<file path="config.mk">
export PLATFORM = sky130hd
export DESIGN_NAME = pab_ofifo
export DESIGN_NICKNAME = d
export VERILOG_FILES = /design/src/hw/rtl/pab_pkg.sv /design/src/hw/rtl/pab_ofifo.sv
export SDC_FILE = /design/constraint.sdc
export NUM_CORES = 1
export LEC_CHECK = 0
export BUFFER_PORTS_ARGS = -buffer_cell sky130_fd_sc_hd__buf_2
export CAP_MARGIN = 10
export CORE_MARGIN = 2
export CORE_UTILIZATION = 50
export DETAILED_ROUTE_END_ITERATION = 10
export PLACE_DENSITY_LB_ADDON = 0.15
export SYNTH_ARGS = -nofsm -noshare
export SYNTH_HDL_FRONTEND = slang
export SYNTH_SLANG_ARGS = --single-unit
</file>
<file path="constraint.sdc">
create_clock -name clk -period 9.1 [get_ports clk]
set_input_delay 0.91 -clock clk [delete_from_list [all_inputs] [get_ports clk]]
set_output_delay 0.91 -clock clk [all_outputs]
set_load 0.005 [all_outputs]
</file>
<file path="src/hw/rtl/pab_pkg.sv">
// Shared types and constants for the polygon area / bounding box block.
// No dependencies; imported by pab_ofifo and polygon_area_bbox.
package pab_pkg;

    localparam int COORD_BITS   = 24;
    localparam int MAX_VERTICES = 65536;
    localparam int AREA_BITS    = 49;
    localparam int CNT_BITS     = 17;
    localparam int SUM_BITS     = 64;
    localparam int PROD_BITS    = 2 * COORD_BITS;
    localparam int DIFF_BITS    = PROD_BITS + 1;
    localparam int SPAN_BITS    = COORD_BITS + 1;
    localparam int RECT_BITS    = 2 * SPAN_BITS + 1;

    // result buffer
    localparam int RES_DEPTH    = 2;
    localparam int RES_PTR_BITS = $clog2(RES_DEPTH);
    localparam int RES_CNT_BITS = $clog2(RES_DEPTH + 1);

    typedef logic signed [COORD_BITS-1:0] coord_t;

    typedef struct packed {
        coord_t vx;
        coord_t vy;
        logic   final_vertex;
    } pab_in_t;

    typedef struct packed {
        logic [AREA_BITS-1:0] area_x2;
        coord_t               box_xmin;
        coord_t               box_xmax;
        coord_t               box_ymin;
        coord_t               box_ymax;
        logic [CNT_BITS-1:0]  vertex_total;
    } pab_out_t;

    typedef struct packed {
        coord_t              xmin;
        coord_t              xmax;
        coord_t              ymin;
        coord_t              ymax;
        logic [CNT_BITS-1:0] count;
    } pab_box_t;

endpackage

</file>
<file path="src/hw/rtl/pab_ofifo.sv">
// Small result buffer between the area pipeline and the result channel.
// Depends on pab_pkg (result word type, depth constants).
module pab_ofifo (
    input  logic              clk,
    input  logic              rst_n,
    input  logic              push,
    input  pab_pkg::pab_out_t push_word,
    output logic              full,
    output logic              res_valid,
    input  logic              res_ready,
    output pab_pkg::pab_out_t res
);
    import pab_pkg::*;

    pab_out_t                mem_reg [RES_DEPTH];
    logic [RES_PTR_BITS-1:0] wr_ptr_reg, wr_ptr_next;
    logic [RES_PTR_BITS-1:0] rd_ptr_reg, rd_ptr_next;
    logic [RES_CNT_BITS-1:0] cnt_reg, cnt_next;
    logic                    do_push, do_pop;

    assign full      = (cnt_reg == RES_CNT_BITS'(RES_DEPTH));
    assign res_valid = (cnt_reg != '0);
    assign res       = mem_reg[rd_ptr_reg];
    assign do_push   = push && !full;
    assign do_pop    = res_valid && res_ready;

    always_comb
    begin
        wr_ptr_next = wr_ptr_reg;
        rd_ptr_next = rd_ptr_reg;
        if (do_push)
        begin
            wr_ptr_next = (wr_ptr_reg == RES_PTR_BITS'(RES_DEPTH - 1)) ? '0
                                                                       : wr_ptr_reg + 1'b1;
        end
        if (do_pop)
        begin
            rd_ptr_next = (rd_ptr_reg == RES_PTR_BITS'(RES_DEPTH - 1)) ? '0
                                                                       : rd_ptr_reg + 1'b1;
        end
        unique case ({do_push, do_pop})
            2'b10:   cnt_next = cnt_reg + 1'b1;
            2'b01:   cnt_next = cnt_reg - 1'b1;
            default: cnt_next = cnt_reg;
        endcase
    end

    always_ff @(posedge clk or negedge rst_n)
    begin
        if (!rst_n)
        begin
            wr_ptr_reg <= '0;
            rd_ptr_reg <= '0;
            cnt_reg    <= '0;
        end
        else
        begin
            wr_ptr_reg <= wr_ptr_next;
            rd_ptr_reg <= rd_ptr_next;
            cnt_reg    <= cnt_next;
        end
    end

    always_ff @(posedge clk)
    begin
        if (do_push)
        begin
            mem_reg[wr_ptr_reg] <= push_word;
        end
    end

endmodule

</file>
==> run_results.csv, run 1 <==
group,metric,value,unit
routing,viasPerCell,4.93,
setup_path,crit_path_cell_trace,"buf_4 -> mux2_2 -> buf_2",
floorplanning,num_rows,57,
floorplanning,start_util,50.4,%
routing,wirelength,22.8,mm
placed_design,io_buffers,329,
routing,firstDrtPassIters,6,
floorplanning,io_pins,330,
routing,detail-route-antenna-nets,0,
setup_path,worstPathArrival,2810,ps
routing,drc,0,
synthesis,synthDistinctLibCells,16,
placed_design,gp_congestion,0.802,
setup_path,crit_type,"register to output port",
pwr,p_leak,5.83,nW
timing,worstMarginPinSlew,1120,ps
grt,grt_max_degree,84,
pwr,p_per_area,314,nW/um2
clock_network,htreeDepth,1,
setup_path,path_delay_family,"buffers and inverters",
grt,antenna_found_initial,11,
run,cap_viol_max_count,0,
timing,fin_tns_setup,0,ps
grt,grt_pass1_vias,6402,
layout,largest_reg_flops,324,
setup_path,r2r_slack,6120,ps
setup_path,critPathMaxFanout,73,
worst_hold_path,hold_class,"primary input to asynchronous set/reset pin",
timing,clock.fmax,0.269,GHz
setup_path,endpoint_kind,"output port",
layout,drive_gt1_share,60.4,%
synthesis,synth.avg_cell_area,23.3,um2
floorplanning,dieArea,25600,um2
setup_path,cp_num_buf_inv,2,
routing,drt_iter0_markers,338,
clock_network,cts-root-buf,"clkbuf_16",
synthesis,synth_area,12200,um2
clock_network,post_cts_buffers,0,
placed_design,placed_cell_area,14100,um2
clock_network,cts_resized,0,
timing,rsz0062_at_grt,"false",
timing,hold_viol,0,
setup_path,timing.critical_path.from_type,"register",
grt,grt_pass1_wl,34.2,mm
timing,relSlewSlack,25.1,%
layout,fin_area,15100,um2
timing,hold-worst-slack,167,ps
synthesis,synth_seq_area_share,80.8,%
pwr,finalPower,4.74,mW
timing,fin_crit,3720,ps
setup_path,worstRegToRegCells,3,
synthesis,postSynthCellCount,522,
setup_path,r2r_end,"mem_reg[1][10]",
floorplanning,core_area,24100,um2
timing,setup_viol,0,
layout,utilization,62.7,%
routing,routedWlPerCell,18.6,um
placed_design,dp_hpwl,15.4,mm
grt,overflow,0,
clock_network,cts_tree,"yes",
setup_path,critPathRequiredTime,8190,ps
layout,finalNetCount,1038,
floorplanning,die_y,160,um
timing,finalCritPeriodShare,40.9,%
synthesis,ys_ff_latch,328,
timing,finalMaxSlewViolations,0,
setup_path,timing.rr.start,"cnt_reg[0]",
synthesis,syn-num-nets,689,
clock_network,cts_hold_buffers,0,
synthesis,synth-warning-count,0,
clock_network,clk_latency,540,ps
grt,grt_usage,17.3,%
clock_network,clockBufferDepth,3,
pwr,vdd.ir_drop.worst,0.208,mV
routing,num_vias,6048,
setup_path,crit_slowest_cell,"buf_4",
layout,fill_cells,1765,
clock_network,cts_buffers,31,
timing,final.setup_skew,7.46,ps
layout,synthToLayoutAreaGrowth,24.2,%
clock_network,clkSinkCount,328,
clock_network,clk_pin_slew,60,ps
floorplanning,die_w,160,um
setup_path,crit_path_max_incr_delay,840,ps
outcome,outcome,"finished, final reports clean",
cell usage in the layout (no fill, tap or decap):
master	netlist	final
edfxtp_1	324	324
clkinv_4	0	1
xnor2_1	3	3
clkbuf_1	0	8
diode_2	0	7
buf_4	0	5
nand2b_1	1	1
nand2_1	1	1
inv_1	1	1
clkinvlp_4	0	2
bufinv_16	0	3
and2_1	1	1
dfrtp_4	0	1
ha_1	1	1
clkinv_1	0	8
clkinv_2	0	4
mux2_4	70	70
clkbuf_16	0	31
buf_2	9	329
nor2_1	2	1
nor2_4	0	1
xor2_1	2	2
or2_2	1	1
mux2_2	92	92
dfrtp_1	4	3
and3_4	0	1
final cells by class:
class	instances	area, um2	share of cell area, %
diodes	7	17.5	0.116
clock buffers	39	806	5.33
clock inverters	18	164	1.09
inverters	1	3.75	0.0248
multi-input cells	175	2190	14.5
flip-flops and latches	328	9830	65.1
well taps	324	405	2.68
repair buffers	334	1680	11.1
cells in the mapped netlist:
master    number  share of area (%)
edfxtp_1     324                 80
mux2_2        92                8.5
mux2_4        70                8.6
buf_2          9               0.37
buf_6          9               0.83
dfrtp_1        4               0.82
xnor2_1        3               0.22
nor2_1         2              0.062
xor2_1         2               0.14
and2_1         1              0.051
and3_1         1              0.051
ha_1           1               0.10
inv_1          1              0.031
nand2_1        1              0.031
nand2b_1       1              0.051
or2_2          1              0.051
kinds of logic (layout without fill, tap and decap cells):
logic type / count (synthesis) / after routing / synth area share (%)
xor gates and xnor gates: 5 / 5 / 0.360
adders and majority gates: 1 / 1 / 0.103
buffers and inverters: 19 / 392 / 1.23
DFF: 328 / 328 / 80.8
muxes: 162 / 162 / 17.2
other: 0 / 7 / 0
and+or+nand+nor: 7 / 7 / 0.299
where the power goes:
| group | internal, mW | total, mW | switching (mW) |
|---|---|---|---|
| sequential | 2.07 | 2.18 | 0.107 |
| combinational | 0.694 | 1.34 | 0.648 |
| clock | 0.708 | 1.22 | 0.509 |
layer usage:
layer | track usage, % | vias up | routed length, um
met2 | 29.1 | 258 | 11000
li1 | - | 2793 | -
met3 | 7.19 | 46 | 2450
met4 | 5.32 | 8 | 609
met5 | 0 | - | 55
met1 | 20.3 | 2943 | 8760
worst max-delay path by stage:
stage	from	endpoint	slack [ps]	cells past startpoint
detailed placement	push	mem_reg[1][138]	5640	3
CTS	rd_ptr_reg	res[50]	5310	3
finish	rd_ptr_reg	res[50]	5380	3
global route	rd_ptr_reg	res[50]	5210	3
floorplan	push	mem_reg[0][0]	690	2
global placement	push	mem_reg[1][142]	5720	3
metrics by stage:
stage                     setup slack (ps)  instances
final                                 5380       1226
after global routing                  5210       1224
after CTS                             5310       1219
after detailed placement              5640       1162
after global placement                5720       1162
after floorplan                        688        522
No activity file was read; power rests on OpenSTA's default activity.
==> run 2, diff against run 1 <==
clock period = 3.7 ns   (was 9.1 ns; I/O delays follow)
==> run 2 against run 1 <==
  * Register-to-register slack got worse by 4500 ps
  * Sequential share of layout area decreased by 0.68 points
  * Via count increased by 2.1%
  * Combinational power increased by 150%
  * Flip-flop and latch count unchanged
  * Worst hold slack got worse by 110 ps
  * First-iteration DRC count decreased by 5.3%
  * Non-clock buffer count increased by 6
  * Die area unchanged
  * Global-route usage increased by 0.89 points
  * Design area increased by 1.1%
  * Clock power increased to 2.6 times the previous value
  * Critical endpoint is now res[158]
==> run_results.csv, run 2 (same netlist as run 1, synthesis figures left out) <==
group,metric,value,unit
outcome,outcome,"finished, final reports clean",
grt,grt_max_degree,100,
run,cap_viol_max_count,0,
grt,grt_pass1_wl,35.9,mm
clock_network,cts-root-buf,"clkbuf_16",
timing,relSlewSlack,29.1,%
timing,clock.fmax,0.363,GHz
layout,layout_common_cells,"buf_2 (329), edfxtp_1 (324), mux2_2 (92)",
floorplanning,dieArea,25600,um2
placed_design,dp_hpwl,16.0,mm
setup_path,endpoint_kind,"output port",
layout,drive_gt1_share,61.0,%
clock_network,clk_latency,500,ps
timing,hold_viol,0,
setup_path,crit_type,"register to output port",
layout,synthToLayoutAreaGrowth,25.6,%
setup_path,timing.critical_path.from_type,"register",
pwr,vdd.ir_drop.worst,0.528,mV
pwr,p_leak,5.92,nW
layout,fill_cells,1771,
floorplanning,die_w,160,um
clock_network,htreeDepth,2,
timing,worstMarginPinSlew,1060,ps
setup_path,crit_path_cell_trace,"buf_4 -> mux2_2 -> buf_2",
routing,detail-route-antenna-nets,0,
routing,drt_iter0_markers,320,
routing,drc,0,
pwr,p_per_area,780,nW/um2
grt,grt_pass1_vias,6605,
clock_network,clkSinkCount,328,
grt,antenna_found_initial,7,
routing,num_vias,6176,
floorplanning,die_y,160,um
setup_path,critPathMaxFanout,55,
layout,finalNonFillerCells,1230,
grt,grt_usage,18.2,%
routing,routedWlPerCell,19.3,um
routing,viasPerCell,5.02,
floorplanning,io_pins,330,
worst_hold_path,hold_class,"primary input to register",
clock_network,post_cts_buffers,0,
clock_network,cts_resized,0,
routing,firstDrtPassIters,6,
timing,finalMaxSlewViolations,0,
layout,layout_commonest_cell,"buf_2",
layout,utilization,63.3,%
floorplanning,core_area,24100,um2
timing,fin_crit,2760,ps
timing,hold-worst-slack,58.3,ps
clock_network,clk_pin_slew,60,ps
setup_path,cp_num_buf_inv,2,
setup_path,critPathRequiredTime,3330,ps
layout,largest_reg_flops,324,
timing,fin_tns_setup,0,ps
clock_network,cts_tree,"yes",
clock_network,clockBufferDepth,3,
clock_network,cts_buffers,35,
setup_path,path_delay_family,"flip-flops",
timing,rsz0062_at_grt,"false",
grt,overflow,0,
placed_design,gp_congestion,0.797,
setup_path,crit_slowest_cell,"dfrtp_4",
placed_design,dpl.cell_count,1167,
placed_design,io_buffers,329,
floorplanning,start_util,50.4,%
pwr,finalPower,11.9,mW
timing,final.setup_skew,13.0,ps
timing,setup_viol,0,
routing,wirelength,23.7,mm
setup_path,crit_path_max_incr_delay,940,ps
timing,finalCritPeriodShare,74.6,%
floorplanning,num_rows,57,
layout,finalNetCount,1048,
setup_path,worstPathArrival,2390,ps
[run 2: changes by cell type in the layout (fill, tap and decap cells not counted), sizes merged]
cell and delta:
buf +5, bufinv -2, clkbuf +8, clkinv -3
clkinvlp -1, diode -5, dlygate4sd3 +1, inv +1
[run 2: per-layer routing]
metal  global-route usage (%)  vias up  share of wire, %
met1                     21.6     3040                38
met3                     6.65       63               8.9
met2                     30.4      260                49
li1                         -     2803                 -
met5                        0        -              0.30
met4                     6.80       10               3.2
[run 2: what timing repair did]
action | 4_1_cts | 5_1_grt
hold buffers | 1 | 0
setup endpoints to repair | 0 | 0
hold endpoints to repair | 4 | 0
[run 2: worst paths after layout]
path                       depth (start not counted)     startpoint  slack, ps         endpoint
setup / recovery                                   3     rd_ptr_reg        940         res[158]
hold / removal                                     1  push_word[57]         60   mem_reg[0][57]
setup reg to reg                                   4     cnt_reg[0]       1610  mem_reg[0][122]
hold reg to reg                                    1     cnt_reg[1]        500       cnt_reg[1]
max in group asynchronous                          2          rst_n       3300       rd_ptr_reg
min in group asynchronous                          2          rst_n        260       rd_ptr_reg
[run 2: cell type report]
cell class	count	area [um2]	share of cell area, %
sequential	328	9830	64.4
multi-input combinational	175	2190	14.4
timing repair buffer	340	1770	11.6
clock buffer	47	963	6.31
tap	324	405	2.66
clock inverter	13	93.8	0.615
antenna	2	5.00	0.0328
inverter	1	3.75	0.0246
[run 2: report_power, final]
| part | leakage [nW] | internal (mW) | switching, mW |
|---|---|---|---|
| clock | 0.518 | 1.90 | 1.30 |
| combinational | 2.35 | 1.75 | 1.55 |
| sequential | 3.06 | 5.09 | 0.320 |
[run 2: metrics by stage]
stage          instance area [um2]  setup WS (ps)
3_3_place_gp                 14200           1460
6_report                     15300            942
5_1_grt                      15300            823
2_1_floorplan                12200            214
4_1_cts                      15300            880
3_5_place_dp                 14200           1410
